[src/midi_track_event_parser_unit_macros.svh]
// ----------------------------------------------------------------------------
// MIDI track event parser assertion macros
// Shared concurrent assertion forms for the parser blocks.
// ----------------------------------------------------------------------------
`ifndef MIDI_TRACK_EVENT_PARSER_UNIT_MACROS_SVH
`define MIDI_TRACK_EVENT_PARSER_UNIT_MACROS_SVH

// Check that a condition implies another in the same cycle
`define MTEP_ASSERT_IMPLY(label, clk, rst, ante, cons) \
   label: assert property (@(posedge clk) disable iff (rst) (ante) |-> (cons)) \
      else $error("mtep assertion failed: same-cycle implication");

// Check that a condition implies another in the following cycle
`define MTEP_ASSERT_NEXT(label, clk, rst, ante, cons) \
   label: assert property (@(posedge clk) disable iff (rst) (ante) |=> (cons)) \
      else $error("mtep assertion failed: next-cycle implication");

`endif

[src/mtep_pkg.sv]
// ----------------------------------------------------------------------------
// MIDI track event parser package
// Result record layout, record kind and error codes shared by all parts.
// ----------------------------------------------------------------------------
package mtep_pkg;

   // Record kinds
   localparam logic [2:0] KIND_CHANNEL = 3'd0;
   localparam logic [2:0] KIND_SYSEX_F0 = 3'd1;
   localparam logic [2:0] KIND_SYSEX_F7 = 3'd2;
   localparam logic [2:0] KIND_META = 3'd3;
   localparam logic [2:0] KIND_PAYLOAD = 3'd4;

   // Error codes
   localparam logic [1:0] ERR_NONE = 2'd0;
   localparam logic [1:0] ERR_NO_RUNNING = 2'd1;
   localparam logic [1:0] ERR_UNDEFINED = 2'd2;

   // Special type bytes
   localparam logic [7:0] TYPE_SYSEX_START = 8'hF0;
   localparam logic [7:0] TYPE_SYSEX_CONT = 8'hF7;
   localparam logic [7:0] TYPE_META = 8'hFF;
   localparam logic [7:0] LAST_CHANNEL_STATUS = 8'hEF;

   // Result queue depth
   localparam int QUEUE_DEPTH = 4;
   localparam int QUEUE_AW = $clog2(QUEUE_DEPTH);

   // One result record
   typedef struct packed {
      logic [2:0] record_kind;
      logic [31:0] delta_ticks;
      logic [7:0] status_byte;
      logic [7:0] meta_type;
      logic [31:0] payload_length;
      logic [6:0] first_data;
      logic [6:0] second_data;
      logic [7:0] payload_byte;
      logic event_last;
      logic [1:0] error_code;
   } record_type;

   // Queue fill status seen by the front and back parts
   typedef struct packed {
      logic full;
      logic empty;
   } queue_stat_type;

endpackage

[src/mtep_front.sv]
// ----------------------------------------------------------------------------
// MIDI track event parser front end
// Accepts one track byte per cycle while the queue is not full, tracks the
// event phase and pushes finished result records into the queue.
// ----------------------------------------------------------------------------
module mtep_front (
   input  logic                    clock,
   input  logic                    reset,
   input  logic                    byte_valid,
   input  logic [7:0]              stream_byte,
   output logic                    byte_ready,
   input  mtep_pkg::queue_stat_type q_stat,
   output logic                    push,
   output mtep_pkg::record_type    push_rec
);
   import mtep_pkg::*;

   typedef enum logic [2:0] {
      PH_DELTA    = 3'd0,
      PH_TYPE     = 3'd1,
      PH_METATYPE = 3'd2,
      PH_LENGTH   = 3'd3,
      PH_PAYLOAD  = 3'd4,
      PH_DATA1    = 3'd5,
      PH_DATA2    = 3'd6
   } phase_type;

   phase_type phase_ff, phase_in;
   logic [31:0] delta_ff, delta_in;
   logic [7:0] running_ff, running_in;
   logic [7:0] status_ff, status_in;
   logic [7:0] meta_ff, meta_in;
   logic [31:0] length_ff, length_in;
   logic [31:0] remain_ff, remain_in;
   logic [6:0] held_ff, held_in;

   logic accept;
   logic [31:0] length_next;
   logic [31:0] remain_next;
   logic [2:0] header_kind;

   // One data byte for program change and channel pressure
   function automatic logic one_data(input logic [7:0] status);
      return (status[7:4] == 4'hC) || (status[7:4] == 4'hD);
   endfunction

   assign byte_ready = !q_stat.full;
   assign accept = byte_valid && byte_ready;
   assign length_next = {length_ff[24:0], stream_byte[6:0]};
   assign remain_next = remain_ff - 32'd1;

   always_comb begin
      priority if (status_ff == TYPE_SYSEX_START) begin
         header_kind = KIND_SYSEX_F0;
      end else if (status_ff == TYPE_SYSEX_CONT) begin
         header_kind = KIND_SYSEX_F7;
      end else begin
         header_kind = KIND_META;
      end
   end

   // Decode the byte and build the next state and the record
   always_comb begin
      logic end_evt;
      end_evt = 1'b0;
      phase_in = phase_ff;
      delta_in = delta_ff;
      running_in = running_ff;
      status_in = status_ff;
      meta_in = meta_ff;
      length_in = length_ff;
      remain_in = remain_ff;
      held_in = held_ff;
      push = 1'b0;
      push_rec = '0;
      push_rec.delta_ticks = delta_ff;
      push_rec.event_last = 1'b1;

      if (accept) begin
         unique case (phase_ff)
            PH_TYPE: begin
               if (stream_byte == TYPE_SYSEX_START || stream_byte == TYPE_SYSEX_CONT) begin
                  status_in = stream_byte;
                  meta_in = 8'd0;
                  length_in = 32'd0;
                  phase_in = PH_LENGTH;
               end else if (stream_byte == TYPE_META) begin
                  status_in = stream_byte;
                  phase_in = PH_METATYPE;
               end else if (!stream_byte[7]) begin
                  if (running_ff == 8'd0) begin
                     // Data byte with no running status
                     push = 1'b1;
                     push_rec.record_kind = KIND_CHANNEL;
                     push_rec.error_code = ERR_NO_RUNNING;
                     end_evt = 1'b1;
                  end else begin
                     status_in = running_ff;
                     if (one_data(running_ff)) begin
                        push = 1'b1;
                        push_rec.record_kind = KIND_CHANNEL;
                        push_rec.status_byte = running_ff;
                        push_rec.first_data = stream_byte[6:0];
                        end_evt = 1'b1;
                     end else begin
                        held_in = stream_byte[6:0];
                        phase_in = PH_DATA2;
                     end
                  end
               end else if (stream_byte <= LAST_CHANNEL_STATUS) begin
                  running_in = stream_byte;
                  status_in = stream_byte;
                  phase_in = PH_DATA1;
               end else begin
                  // Undefined status
                  push = 1'b1;
                  push_rec.record_kind = KIND_CHANNEL;
                  push_rec.status_byte = stream_byte;
                  push_rec.error_code = ERR_UNDEFINED;
                  end_evt = 1'b1;
               end
            end
            PH_METATYPE: begin
               meta_in = stream_byte;
               length_in = 32'd0;
               phase_in = PH_LENGTH;
            end
            PH_LENGTH: begin
               length_in = length_next;
               if (!stream_byte[7]) begin
                  push = 1'b1;
                  push_rec.record_kind = header_kind;
                  push_rec.status_byte = status_ff;
                  push_rec.meta_type = meta_ff;
                  push_rec.payload_length = length_next;
                  if (length_next == 32'd0) begin
                     end_evt = 1'b1;
                  end else begin
                     push_rec.event_last = 1'b0;
                     remain_in = length_next;
                     phase_in = PH_PAYLOAD;
                  end
               end
            end
            PH_PAYLOAD: begin
               push = 1'b1;
               push_rec.record_kind = KIND_PAYLOAD;
               push_rec.status_byte = status_ff;
               push_rec.meta_type = meta_ff;
               push_rec.payload_length = length_ff;
               push_rec.payload_byte = stream_byte;
               push_rec.event_last = (remain_next == 32'd0);
               if (remain_next == 32'd0) begin
                  end_evt = 1'b1;
               end else begin
                  remain_in = remain_next;
               end
            end
            PH_DATA1: begin
               if (one_data(status_ff)) begin
                  push = 1'b1;
                  push_rec.record_kind = KIND_CHANNEL;
                  push_rec.status_byte = status_ff;
                  push_rec.first_data = stream_byte[6:0];
                  end_evt = 1'b1;
               end else begin
                  held_in = stream_byte[6:0];
                  phase_in = PH_DATA2;
               end
            end
            PH_DATA2: begin
               push = 1'b1;
               push_rec.record_kind = KIND_CHANNEL;
               push_rec.status_byte = status_ff;
               push_rec.first_data = held_ff;
               push_rec.second_data = stream_byte[6:0];
               end_evt = 1'b1;
            end
            default: begin
               // Shift in one delta time group
               delta_in = {delta_ff[24:0], stream_byte[6:0]};
               phase_in = stream_byte[7] ? PH_DELTA : PH_TYPE;
            end
         endcase

         // Clear per-event state
         if (end_evt) begin
            phase_in = PH_DELTA;
            delta_in = 32'd0;
            length_in = 32'd0;
            remain_in = 32'd0;
            meta_in = 8'd0;
            held_in = 7'd0;
         end
      end
   end

   // Hold parser state
   always_ff @(posedge clock) begin
      if (reset) begin
         phase_ff <= PH_DELTA;
         delta_ff <= '0;
         running_ff <= '0;
         status_ff <= '0;
         meta_ff <= '0;
         length_ff <= '0;
         remain_ff <= '0;
         held_ff <= '0;
      end else begin
         phase_ff <= phase_in;
         delta_ff <= delta_in;
         running_ff <= running_in;
         status_ff <= status_in;
         meta_ff <= meta_in;
         length_ff <= length_in;
         remain_ff <= remain_in;
         held_ff <= held_in;
      end
   end

endmodule

[src/mtep_queue.sv]
// ----------------------------------------------------------------------------
// MIDI track event parser result queue
// Short register queue that decouples the parser from the output stage.
// ----------------------------------------------------------------------------
module mtep_queue (
   input  logic                     clock,
   input  logic                     reset,
   input  logic                     push,
   input  mtep_pkg::record_type     push_rec,
   input  logic                     pop,
   output mtep_pkg::record_type     pop_rec,
   output mtep_pkg::queue_stat_type q_stat
);
   import mtep_pkg::*;

   record_type entry_ff [QUEUE_DEPTH];
   logic [QUEUE_AW-1:0] wr_ptr_ff, wr_ptr_in;
   logic [QUEUE_AW-1:0] rd_ptr_ff, rd_ptr_in;
   logic [QUEUE_AW:0] count_ff, count_in;

   assign q_stat.full = (count_ff == (QUEUE_AW+1)'(QUEUE_DEPTH));
   assign q_stat.empty = (count_ff == '0);
   assign pop_rec = entry_ff[rd_ptr_ff];

   // Advance pointers and count
   always_comb begin
      wr_ptr_in = push ? wr_ptr_ff + QUEUE_AW'(1) : wr_ptr_ff;
      rd_ptr_in = pop ? rd_ptr_ff + QUEUE_AW'(1) : rd_ptr_ff;
      count_in = count_ff + (QUEUE_AW+1)'(push) - (QUEUE_AW+1)'(pop);
   end

   always_ff @(posedge clock) begin
      if (reset) begin
         wr_ptr_ff <= '0;
         rd_ptr_ff <= '0;
         count_ff <= '0;
      end else begin
         wr_ptr_ff <= wr_ptr_in;
         rd_ptr_ff <= rd_ptr_in;
         count_ff <= count_in;
      end
   end

   // Store the pushed record
   always_ff @(posedge clock) begin
      if (push) begin
         entry_ff[wr_ptr_ff] <= push_rec;
      end
   end

endmodule

[src/mtep_back.sv]
// ----------------------------------------------------------------------------
// MIDI track event parser back end
// Pops records from the queue into the output register and drives the
// result stream.
// ----------------------------------------------------------------------------
module mtep_back (
   input  logic                     clock,
   input  logic                     reset,
   input  mtep_pkg::queue_stat_type q_stat,
   input  mtep_pkg::record_type     pop_rec,
   output logic                     pop,
   output logic                     out_valid,
   input  logic                     out_ready,
   output mtep_pkg::record_type     out_rec
);
   import mtep_pkg::*;

   logic valid_ff, valid_in;
   record_type rec_ff, rec_in;

   // Load when the register is empty or being drained
   assign pop = !q_stat.empty && (!valid_ff || out_ready);

   always_comb begin
      valid_in = valid_ff;
      rec_in = rec_ff;
      if (pop) begin
         valid_in = 1'b1;
         rec_in = pop_rec;
      end else if (out_ready) begin
         valid_in = 1'b0;
      end
   end

   always_ff @(posedge clock) begin
      if (reset) begin
         valid_ff <= 1'b0;
      end else begin
         valid_ff <= valid_in;
      end
   end

   always_ff @(posedge clock) begin
      rec_ff <= rec_in;
   end

   assign out_valid = valid_ff;
   assign out_rec = rec_ff;

endmodule

[src/midi_track_event_parser_unit.sv]
// ----------------------------------------------------------------------------
// MIDI track event parser unit
// Parses standard MIDI file track events one byte at a time and emits
// channel, sysex, meta header and payload records.
// ----------------------------------------------------------------------------
// Channel   Dir  Payload
// req_      in   tdata: stream_byte
// rsp_      out  tdata: event fields, tuser: kind and error, tlast: event end
//
// One byte is accepted per cycle while the result queue is not full; each
// byte takes a single shift, compare and counter update, and its result
// passes through the result queue and the output register to rsp_.
// Reset is synchronous and clears the parser, the queue and the output.
// req_tready drops only while the four-entry result queue is full.
// ----------------------------------------------------------------------------
module midi_track_event_parser_unit (
   input  logic         clock,
   input  logic         reset,
   input  logic         req_tvalid,
   output logic         req_tready,
   input  logic [7:0]   req_tdata,   // [7:0] stream_byte
   output logic         rsp_tvalid,
   input  logic         rsp_tready,
   // [31:0] delta_ticks, [39:32] status_byte, [47:40] meta_type,
   // [79:48] payload_length, [86:80] first_data, [93:87] second_data,
   // [101:94] payload_byte, [103:102] zero
   output logic [103:0] rsp_tdata,
   output logic [4:0]   rsp_tuser,   // [2:0] record_kind, [4:3] error_code
   output logic         rsp_tlast    // event_last
);
   import mtep_pkg::*;

   `include "midi_track_event_parser_unit_macros.svh"

   queue_stat_type q_stat;
   logic push;
   logic pop;
   record_type push_rec;
   record_type pop_rec;
   record_type out_rec;

   mtep_front u_front (
      .clock       (clock),
      .reset       (reset),
      .byte_valid  (req_tvalid),
      .stream_byte (req_tdata),
      .byte_ready  (req_tready),
      .q_stat      (q_stat),
      .push        (push),
      .push_rec    (push_rec)
   );

   mtep_queue u_queue (
      .clock    (clock),
      .reset    (reset),
      .push     (push),
      .push_rec (push_rec),
      .pop      (pop),
      .pop_rec  (pop_rec),
      .q_stat   (q_stat)
   );

   mtep_back u_back (
      .clock     (clock),
      .reset     (reset),
      .q_stat    (q_stat),
      .pop_rec   (pop_rec),
      .pop       (pop),
      .out_valid (rsp_tvalid),
      .out_ready (rsp_tready),
      .out_rec   (out_rec)
   );

   // Pack the result transaction
   assign rsp_tdata = {2'b00,
                       out_rec.payload_byte,
                       out_rec.second_data,
                       out_rec.first_data,
                       out_rec.payload_length,
                       out_rec.meta_type,
                       out_rec.status_byte,
                       out_rec.delta_ticks};
   assign rsp_tuser = {out_rec.error_code, out_rec.record_kind};
   assign rsp_tlast = out_rec.event_last;

   // Never push into a full queue
   `MTEP_ASSERT_IMPLY(a_no_overflow, clock, reset, push, !q_stat.full)
   // Input stalls only on a full queue
   `MTEP_ASSERT_IMPLY(a_stall_full, clock, reset, !req_tready, q_stat.full)
   // Error records always close their event
   `MTEP_ASSERT_IMPLY(a_err_last, clock, reset, rsp_tvalid && (rsp_tuser[4:3] != ERR_NONE),
      rsp_tlast)
   // A pending record in the queue reaches the output register
   `MTEP_ASSERT_NEXT(a_drain, clock, reset, !q_stat.empty && !rsp_tvalid, rsp_tvalid)

endmodule
[config.mk]
export PLATFORM = sky130hd
export DESIGN_NAME = midi_track_event_parser_unit
export DESIGN_NICKNAME = d
export VERILOG_FILES = /design/src/mtep_pkg.sv /design/src/mtep_front.sv /design/src/mtep_queue.sv /design/src/mtep_back.sv /design/src/midi_track_event_parser_unit.sv
export VERILOG_INCLUDE_DIRS = /design/src /design/src/src
export SDC_FILE = /design/constraint.sdc
export NUM_CORES = 1
export LEC_CHECK = 0
export BUFFER_PORTS_ARGS = -buffer_cell sky130_fd_sc_hd__buf_2
export CAP_MARGIN = 20
export CORE_MARGIN = 2
export CORE_UTILIZATION = 50
export CTS_CLUSTER_DIAMETER = 60
export DETAILED_ROUTE_END_ITERATION = 6
export PLACE_DENSITY = 0.67
export SETUP_SLACK_MARGIN = 0.2
export SYNTH_ARGS = -nofsm -noshare
export SYNTH_HDL_FRONTEND = slang
export SYNTH_SLANG_ARGS = --single-unit
[constraint.sdc]
create_clock -name clock -period 10.1 [get_ports clock]
set_input_delay 2.02 -clock clock [delete_from_list [all_inputs] [get_ports clock]]
set_output_delay 2.02 -clock clock [all_outputs]
set_load 0.005 [all_outputs]
==> results of run 1 <==
[metal layers]
layer | GRT usage [%] | wire [um] | vias to the layer above
met3 | 3.565 | 3739 | 110
met1 | 30.43 | 25690 | 7904
met4 | 7.122 | 1414 | 0
li1 | - | - | 6937
met2 | 34.69 | 28590 | 521
met5 | 0 | 0 | -
[placed cells by master, fill, tap and decap left out, drive strengths merged, types with 8 or more instances in the layout]
cell / count
o21ai: 33
dfxtp: 138
inv: 24
nor4: 31
and3: 18
nand4: 41
buf: 143
xor2: 11
nand2: 129
a21oi: 38
mux2i: 20
nor2: 122
and2: 15
a211oi: 9
xnor2: 11
or4: 9
ha: 8
clkinv: 28
nor3: 28
a31oi: 38
or3: 12
a22oi: 61
clkbuf: 91
o2111ai: 8
a22o: 40
edfxtp: 540
nand3: 17
mux4: 108
[cell families after synthesis]
| logic type | Yosys count |
|---|---|
| adders and majority gates | 9 |
| and+or+nand+nor | 454 |
| other | 1 |
| muxes | 129 |
| AOI/OAI and AO/OA | 268 |
| DFF | 678 |
| xor gates and xnor gates | 22 |
| buffers and inverters | 139 |
[critical path, cell delays in order]
cell and delay [ns]:
sky130_fd_sc_hd__buf_2 0.41, sky130_fd_sc_hd__and4_1 0.32, sky130_fd_sc_hd__nand3_1 0.14, sky130_fd_sc_hd__nor2_1 0.42
sky130_fd_sc_hd__or3_1 0.24, sky130_fd_sc_hd__o21bai_2 0.07, sky130_fd_sc_hd__buf_4 0.26, sky130_fd_sc_hd__inv_1 0.37
sky130_fd_sc_hd__and2_4 0.73, sky130_fd_sc_hd__buf_4 0.83
[final timing paths]
| path | from | endpoint | slack [ns] | cells after the start |
|---|---|---|---|---|
| worst max-delay path | req_tdata[7] | u_queue.entry_ff[1][49]$_DFFE_PP_ | 4.33 | 10 |
| worst min-delay path | u_front.held_ff[3]$_SDFFE_PP0P_ | u_front.held_ff[3]$_SDFFE_PP0P_ | 0.46 | 2 |
| worst max register to register | u_front.running_ff[1]$_SDFFE_PP0P_ | u_queue.entry_ff[1][49]$_DFFE_PP_ | 5.29 | 9 |
| worst min register to register | u_front.held_ff[3]$_SDFFE_PP0P_ | u_front.held_ff[3]$_SDFFE_PP0P_ | 0.46 | 2 |
[sequential cells by signal, summed over array words and instances, names as in the netlist]
signal	flops
u_back.out_rec	108
u_back.out_valid	1
u_front.delta_ff	32
u_front.held_ff	7
u_front.length_ff	32
u_front.meta_ff	8
u_front.phase_ff	3
u_front.remain_ff	32
u_front.running_ff	8
u_front.status_ff	8
u_queue.count_ff	3
u_queue.entry_ff	432
u_queue.rd_ptr_ff	2
u_queue.wr_ptr_ff	2
[through the flow]
step	util, %	std cells
final	57.40	2543
after global routing	57.39	2542
after CTS	57.38	2541
after detailed placement	53.01	2411
after global placement	53.01	2411
after floorplan	-	1701
[area by class of cell]
cell class,instances,area share (%)
clock inverter,39,1.120
multi-input combinational,884,24.07
tap,688,2.843
inverter,19,0.2355
clock buffer,91,6.483
antenna,1,0.008263
timing repair buffer,143,2.545
sequential,678,62.69
[where the power goes]
part / total (mW) / switching (mW) / leakage, nW / internal (mW)
Sequential: 3.50 / 0.147 / 6.50 / 3.35
Clock: 2.55 / 1.06 / 1.13 / 1.49
Combinational: 1.08 / 0.609 / 2.78 / 0.471
==> results.md, run 1 <==
Floorplan:
- The floorplan has 84 rows.
- The die extent in x is between 200 and 250 um.
- In this run the standard cell core region covers around 53000 um2.
- The vertical die dimension is 235.5 um.
- The area enclosed by the die boundary is approximately 55000 um2.
- The initial cell density of the core is about half.
- The number of top-level pins is about 120.

Routing:
- The count of nets left with antenna violations once routing finished came out at 0.
- Before antenna repair, the detailed router went through 5 iterations.
- The post-route DRC violation count is 0.
- Across all layers, the routed design uses 15.47k vias.
- Dividing the detail-routed wire length by the instance count gives about 23 um.
- The ratio of routed vias to standard cells is ~6.1.
- For this block, the initial DRC count from the detailed router was 1495.
- The total length of routed wires is ~60000 um.

Worst setup path:
- The required time of the critical path is between 10 and 15 ns.
- The kind of critical path is in2reg.
- At the worst endpoint, the arrival time is ~6.0 ns.
- The maximum fanout encountered on the critical timing path is around 60.
- STA classifies the critical path endpoint as a flip-flop.
- The nature of the critical path startpoint is an input pin.

Hold path:
- The worst hold path belongs to the class reg2reg.

Synth:
- The adder and majority gate portion of the synthesized area is less than 1%.
- In this run, synthesis inferred 540 flip-flops with an integrated enable.
- The fraction of the yosys area taken by sequential cells is a little under three quarters.
- The top cell type by area accounts for slightly above 60% of the synthesized area.
- After synthesis, the most frequently instantiated cells are 540 x sky130_fd_sc_hd__edfxtp_1, 138 x sky130_fd_sc_hd__dfxtp_1, 129 x sky130_fd_sc_hd__nand2_1.
- Multiplexer cells account for between 9 and 10% of the synthesized area.
- The number of warnings reported in the yosys synthesis log is 0.
- The most area-hungry cell type in the Yosys netlist is sky130_fd_sc_hd__edfxtp_1.
- By area the synthesized netlist is led by sky130_fd_sc_hd__edfxtp_1 61%, sky130_fd_sc_hd__dfxtp_1 10%, sky130_fd_sc_hd__mux4_2 9.1%, sky130_fd_sc_hd__nand2_1 1.8%, sky130_fd_sc_hd__a22oi_1 1.7%.
- The cell count after synthesis is about 1.7k.
- A synthesized cell averages 15.76 um2.
- The synthesized netlist devotes 7.355% of its cell area to compound gates.
- After synthesis, the largest family of logic cells by area is multiplexers.
- The count of state elements after synthesis is 678.
- After synthesis the cells add up to approximately 27000 um2.
- The leading cell type by number of instances after synthesis is sky130_fd_sc_hd__edfxtp_1.
- The xor/xnor share of the synthesized area is less than 1%.
- The area fraction in and, or, nand and nor cells after synthesis is ~8.5%.
- The number of different library cells in the post-synthesis netlist is 82.
- The main flop type after synthesis is sky130_fd_sc_hd__edfxtp_1.
- The share of async-settable or async-resettable flops after synthesis is 0%.

STA:
- The headroom to the max-slew limit is 24.73%.
- The maximum clock rate is between 0.15 and 0.2 GHz.
- The number of pins exceeding their max-slew limit in the final report is 0.
- The final setup TNS is 0 ns.
- The number of setup violations in the final report is 0.
- The slew at the pin closest to its max-slew limit is 1.128 ns.
- The worst path meets setup with 4.334 ns of slack.
- On the final layout, the worst hold slack is around 0.46 ns.
- Between clock sinks in the finished design, the worst skew comes to 0.02031 ns.
- Setup repair after global routing left no endpoint under its margin.
- Dividing the final minimum period by the clock period gives 57.08%.
- The final critical delay including setup and external delays is ~5.8 ns.
- The number of hold violations in the final report is 0.

Final layout:
- Summing all multi-input logic gate instances after layout gives about 7300 um2.
- From synthesis to final layout, the design area changed by 13.03%.
- The total number of nets in the final design is ~1.8k.
- The final non-filler cell area is slightly above 30000 um2.
- The sequential cells in the finished layout cover a total of 18990 um2.
- The proportion of layout cells with a drive suffix above 1 is about 22%.
- The number of fill cells in the layout is slightly above 4k.

Global route:
- The via count of the first global-routing pass is approximately 16k.
- The first global-routing pass estimated approximately 90000 um of wire.
- The total congestion overflow is 0.
- The largest net degree at the start of global routing is 92.
- The total routing resource utilization after global routing is a little over a fifth.
- The number of antenna violations at the first check in global routing is 1.

Clock tree:
- The TritonCTS clock tree is built.
- The H-tree was split into 3 levels.
- After clock tree synthesis, the clock-pin slew on the worst setup and hold paths is 0.06 ns.
- Clock tree synthesis found a total of 678 sinks.
- Buffers inserted to repair hold after CTS numbered 0.
- The number of buffers created by CTS is 71.
- After clock tree synthesis, the repair step resized 0 gates.
- The later pin in the worst-skew pair is clocked with a latency of 0.60 ns.
- CTS placed an instance of sky130_fd_sc_hd__clkbuf_16 at the clock tree root.
- The number of buffers between clock root and the deepest sink is 3.
- Once the clock tree was built, the setup fixing pass inserted 0 buffers.

Placed design:
- At the end of routability-driven placement, the weighted congestion stood at about 0.96.
- The number of I/O port buffers is around 120.
- Timing analysis after detailed placement gives a worst setup slack of between 3 and 4 ns.
- The cell area after placement is about 28000 um2.
- Detailed placement ended at an HPWL of between 30000 and 40000 um.

Run:
- Max-cap violations in this run came to 0.

Run status:
- The flow ran to the end, and the final reports show no timing, DRC or antenna violations.

Power:
- The analysis attributes to cell leakage a power of 10.41 nW.
- The total power after layout is about 7.1 mW.
- For this design the ratio of total power to cell area is 235.3 nW/um2.
- The largest voltage drop on the vdd net is about 240 uV.
Power figures use the tool's default switching activity.
==> inputs of run 2 (changes only) <==
--- a/config.mk
+++ b/config.mk
@@ -6,13 +6,14 @@
 export SDC_FILE = /design/constraint.sdc
 export NUM_CORES = 1
 export LEC_CHECK = 0
+export ABC_AREA = 1
 export BUFFER_PORTS_ARGS = -buffer_cell sky130_fd_sc_hd__buf_2
 export CAP_MARGIN = 20
 export CORE_MARGIN = 2
 export CORE_UTILIZATION = 50
 export CTS_CLUSTER_DIAMETER = 60
 export DETAILED_ROUTE_END_ITERATION = 6
-export PLACE_DENSITY = 0.67
+export PLACE_DENSITY = 0.7
 export SETUP_SLACK_MARGIN = 0.2
 export SYNTH_ARGS = -nofsm -noshare
 export SYNTH_HDL_FRONTEND = slang
==> constraint.sdc (replaced) <==
create_clock -name clock -period 4.63 [get_ports clock]
set_input_delay 0.926 -clock clock [delete_from_list [all_inputs] [get_ports clock]]
set_output_delay 0.926 -clock clock [all_outputs]
set_load 0.005 [all_outputs]
==> run 2 against run 1 <==
Compared with the run above:
- global-route usage rose by 2.1 points
- register-to-register slack worse by 4.5 ns
- count of clock-buffer cells in the layout increased by 6
- sequential share of layout area shrank 1.9 points
- critical endpoint is now u_front.length_ff[6]$_SDFFE_PP0P_
- largest power group unchanged
- highest routed layer is now met5
==> results.md, run 2 <==
Run status:
- The run finished with clean final reports.

STA:
- Derived from the worst setup path, the maximum achievable clock frequency is about 0.26 GHz.
- The number of pins exceeding their max-slew limit in the final report is 0.
- For the pin with the worst max-slew slack, the measured transition is ~1.1 ns.
- Setup repair after global routing left no endpoint under its margin.
- The share of the cycle needed by the critical path after routing is 83.41%.
- Setup violations remaining at the end of the flow were counted as 0.
- The worst setup skew after layout is between 0.015 and 0.02 ns.
- The number of hold violations in the final report is 0.
- The headroom to the max-slew limit is between 20% and 30%.
- The final critical delay including setup and external delays is 3.862 ns.

Synth:
- The fraction of the yosys area taken by sequential cells is between 60% and 70%.
- Yosys attributes the largest share of cell area to sky130_fd_sc_hd__edfxtp_1 59%, sky130_fd_sc_hd__dfxtp_1 10%, sky130_fd_sc_hd__nor2_1 5.9%, sky130_fd_sc_hd__nand2_1 5.2%, sky130_fd_sc_hd__o21ai_0 5.1%.
- The number of warnings reported in the yosys synthesis log is 0.
- Synthesis produced approximately 2.6k cells.
- The post-synthesis instance area is about 28000 um2.
- Among all flip-flop cells after synthesis, the most frequent one is sky130_fd_sc_hd__edfxtp_1.
- The most area-hungry cell type in the Yosys netlist is sky130_fd_sc_hd__edfxtp_1.
- sky130_fd_sc_hd__edfxtp_1 is the most common cell in the netlist.
- Sorting the synthesized cells by how often they occur yields 540 x sky130_fd_sc_hd__edfxtp_1, 437 x sky130_fd_sc_hd__nor2_1, 385 x sky130_fd_sc_hd__nand2_1.
- After synthesis, the netlist uses between 40 and 50 different library cells.
- For this run, asynchronously set or reset flops after synthesis account for 0%.
- A synthesized cell averages roughly 11 um2.
- The count of state elements after synthesis is approximately 680.
- In this run the biggest area consumer among cell types represents between 50% and 60% of the synthesized area.
- In this run, synthesis inferred 540 flip-flops with an integrated enable.

Clock tree:
- TritonCTS built the clock tree.
- Hold repair after CTS inserted 0 buffers.
- In this run, post-CTS repair resized a total of 0 instances.
- The clock transition at the register clock pins on the worst setup and hold paths after CTS is approximately 0.060 ns.
- The number of levels in the clock H-tree is 3.
- The number of setup buffers added after CTS is 0.
- The clock tree root driver cell is sky130_fd_sc_hd__clkbuf_16.
- The clock passes through at most 3 buffers.
- TritonCTS created a little over 70 clock buffers.
- At the later pin of the worst-skew pair, clock insertion delay measures roughly 0.62 ns.
- The number of sinks on the clock net is around 680.

Worst setup path:
- STA puts the critical path data arrival time at roughly 4.3 ns.
- The largest individual stage delay along the critical path comes from the cell sky130_fd_sc_hd__nand3_2.
- The most numerous cell type found on the critical path is sky130_fd_sc_hd__nand2_1.
- The worst reg2reg path startpoint is u_front.remain_ff[0]$_SDFFE_PP0P_.
- The worst register-to-register path ends at u_front.length_ff[6]$_SDFFE_PP0P_.
- The critical path is of the reg2reg type.
- In this run the worst path has a maximum fanout of 42.
- The capturing element type of the critical path is a flip-flop.
- Walking the worst path, the cells encountered are inv_1 -> ha_1 -> nand2_1 -> nor2_2 -> nand3_1 -> nand2_1 -> nand2_1 -> nor2_1 -> nand2_1 -> nor2_1 -> nand3_2 -> nand4_2 -> buf_4 -> nand3_2 -> nand2_1 -> a21oi_1.
- The required time of the critical path is a little over 5 ns.
- The nature of the critical path startpoint is a flip-flop.
- The largest stage delay on the critical path is ~0.67 ns.
- The worst-case reg-to-reg path depth is 16.
- Setup slack on the worst reg-to-reg path comes out at a little under 0.8 ns.

Routing:
- In the routed layout, each cell is associated on average with a via count of 5.724.
- The total length of routed wires is 67740 um.
- The number of DRC violations after detailed-routing iteration 0 is about 2.0k.
- In the final routed layout, each cell accounts on average for around 20 um.
- The post-route DRC violation count is 0.
- For this run, the detailed router's first-pass iteration total came to 6.
- The number of nets with antenna violations after detailed routing is 0.
- The final route contains a little under 20k vias.

Global route:
- The number of antenna violations at the first check in global routing came to 4.
- Entering global routing, the biggest net connects roughly 190 pins.
- Across every metal layer, demand over resource in global routing totals 23.71%.
- The total congestion overflow is 0.
- The first-pass GRT wire length is 104300 um.
- The via count of the first global-routing pass is 18.24k.

Power:
- In this run, flip-flops and latches consume 42.6% of the power.
- The largest voltage drop on the vdd net is 520.6 uV.
- In this run, the combinational gates consume approximately 30% of the power.
- The switching share of power is 35.65%.
- The net switching power is 7.322 mW.
- The internal power summed over all cells is 13.22 mW.
- The clock network fraction of total power is between 20% and 30%.
- The total power after layout is 20.54 mW.
- For this design the static power due to leakage is approximately 12 nW.
- For this design the ratio of total power to cell area is between 600 and 700 nW/um2.

Final layout:
- Relative to the synthesized area, the layout overhead comes to 12.92%.
- The leading cell type in the layout, fill and taps excluded is sky130_fd_sc_hd__edfxtp_1.
- The register area is 18980 um2.
- Summing all multi-input logic gate instances after layout gives 7491 um2.
- The number of fill cells in the layout is ~4.5k.
- The number of flip-flops under the largest register name is around 430.
- For this run, the share of the core covered by cells in the final layout is 56.89%.
- The proportion of layout cells with a drive suffix above 1 is a little under an eighth.
- Leaving out fill and tap cells, the most frequent cells in the layout are 540 x sky130_fd_sc_hd__edfxtp_1, 432 x sky130_fd_sc_hd__nor2_1, 384 x sky130_fd_sc_hd__nand2_1.
- The register ranked first by flip-flop count is u_queue.entry_ff.
- The total number of nets in the final design is 2662.

Placed design:
- Detailed placement finished with a half-perimeter wire length of 40410 um.
- The congestion estimate from routability-driven global placement came to just over 0.9.
- The count of buffers added on input and output ports is ~120.

Run:
- The max-cap check violation count is 0.

Floorplan:
- The die covers approximately 57000 um2.
- In this run the count of I/O pins placed on the die edge is 124.
- The die is 239.1 um tall.
- The floorplan has 86 rows.
- The die is around 240 um wide.
- Once the floorplan was initialized, standard cells occupied about half of the core.
- The core region is around 55000 um2.

Hold path:
- In this run the most critical hold path is launched from u_front.meta_ff[0]$_SDFFE_PP0P_.
- The endpoint of the worst hold path is u_front.meta_ff[0]$_SDFFE_PP0P_.
- The path category of the worst min-delay check is reg2reg.
- The number of cells traversed by the worst hold path is 2.
[run 2: through the flow]
step                      setup TNS (ns)  hold slack [ns]  setup WS, ns  std cells  area, um2
after detailed placement               0           0.4591        0.5314       3271      28900
after CTS                              0           0.4683        0.7861       3402      31210
final                                  0           0.4644        0.7683       3405      31220
after floorplan                  -360.41           0.4410       -0.8343       2567      27670
after global placement                 0           0.4627        0.7216       3271      28900
after global routing                   0           0.4890        0.3609       3402      31210
[run 2: cell type report]
| type | count | area share [%] |
|---|---|---|
| well taps | 704 | 2.822 |
| diodes | 3 | 0.02405 |
| multi-input cells | 1581 | 24.00 |
| clock inverters | 34 | 1.178 |
| clock buffers | 97 | 6.232 |
| repair buffers | 155 | 3.078 |
| flip-flops and latches | 678 | 60.81 |
| inverters | 153 | 1.864 |
[run 2: critical path: cells and delay by family, from the launching register on]
| kind | cells | cell delay, ns |
|---|---|---|
| AO/OA/AOI/OAI | 1 | 0.08 |
| adder cells (fa/ha/maj) | 1 | 0.22 |
| buffers and inverters | 2 | 0.53 |
| AND/OR/NAND/NOR | 12 | 2.51 |
| flip-flops | 1 | 0.34 |
[run 2: routing by layer]
metal | wire length [um] | GRT usage, %
met3 | 4844 | 4.446
met4 | 1552 | 7.443
met2 | 32000 | 37.51
met5 | 30 | 0
met1 | 29310 | 33.32
[run 2: how the worst max path moves through the flow]
stage,start,to,slack (ns),cells past startpoint
after global routing,u_front.remain_ff[0]$_SDFFE_PP0P_,u_front.length_ff[29]$_SDFFE_PP0P_,0.36,16
after detailed placement,req_tdata[7],u_front.phase_ff[1]$_SDFFE_PP0P_,0.53,17
after floorplan,req_tdata[2],u_queue.entry_ff[0][0]$_DFFE_PP_,-0.83,10
after CTS,u_front.remain_ff[0]$_SDFFE_PP0P_,u_front.length_ff[9]$_SDFFE_PP0P_,0.79,17
after global placement,req_tdata[7],u_front.delta_ff[27]$_SDFFE_PP0P_,0.72,17
final,u_front.remain_ff[0]$_SDFFE_PP0P_,u_front.length_ff[6]$_SDFFE_PP0P_,0.77,16
[run 2: logic make-up (layout without fill, tap and decap cells)]
group                    count (synthesis)  after routing  synth area share [%]
AND/OR/NAND/NOR                        982            982                 14.72
AO/OA/AOI/OAI                          584            584                 11.64
adder cells (fa/ha/maj)                  9              9                0.4345
XOR/XNOR                                 4              4                0.1267
flip-flops                             678            678                 68.65
other                                    1              5               0.01356
buffers and inverters                  308            439                 4.417
[run 2: power by group through the flow]
stage               registers (mW)  clock network, mW  logic (mW)
detailed placement            8.86                  0        6.15
global route                  8.86               5.98        6.96
finish                        8.74               5.63        6.17
CTS                           8.74               5.72        6.18
floorplan                     8.68                  0        4.15
global placement              8.83                  0        6.01
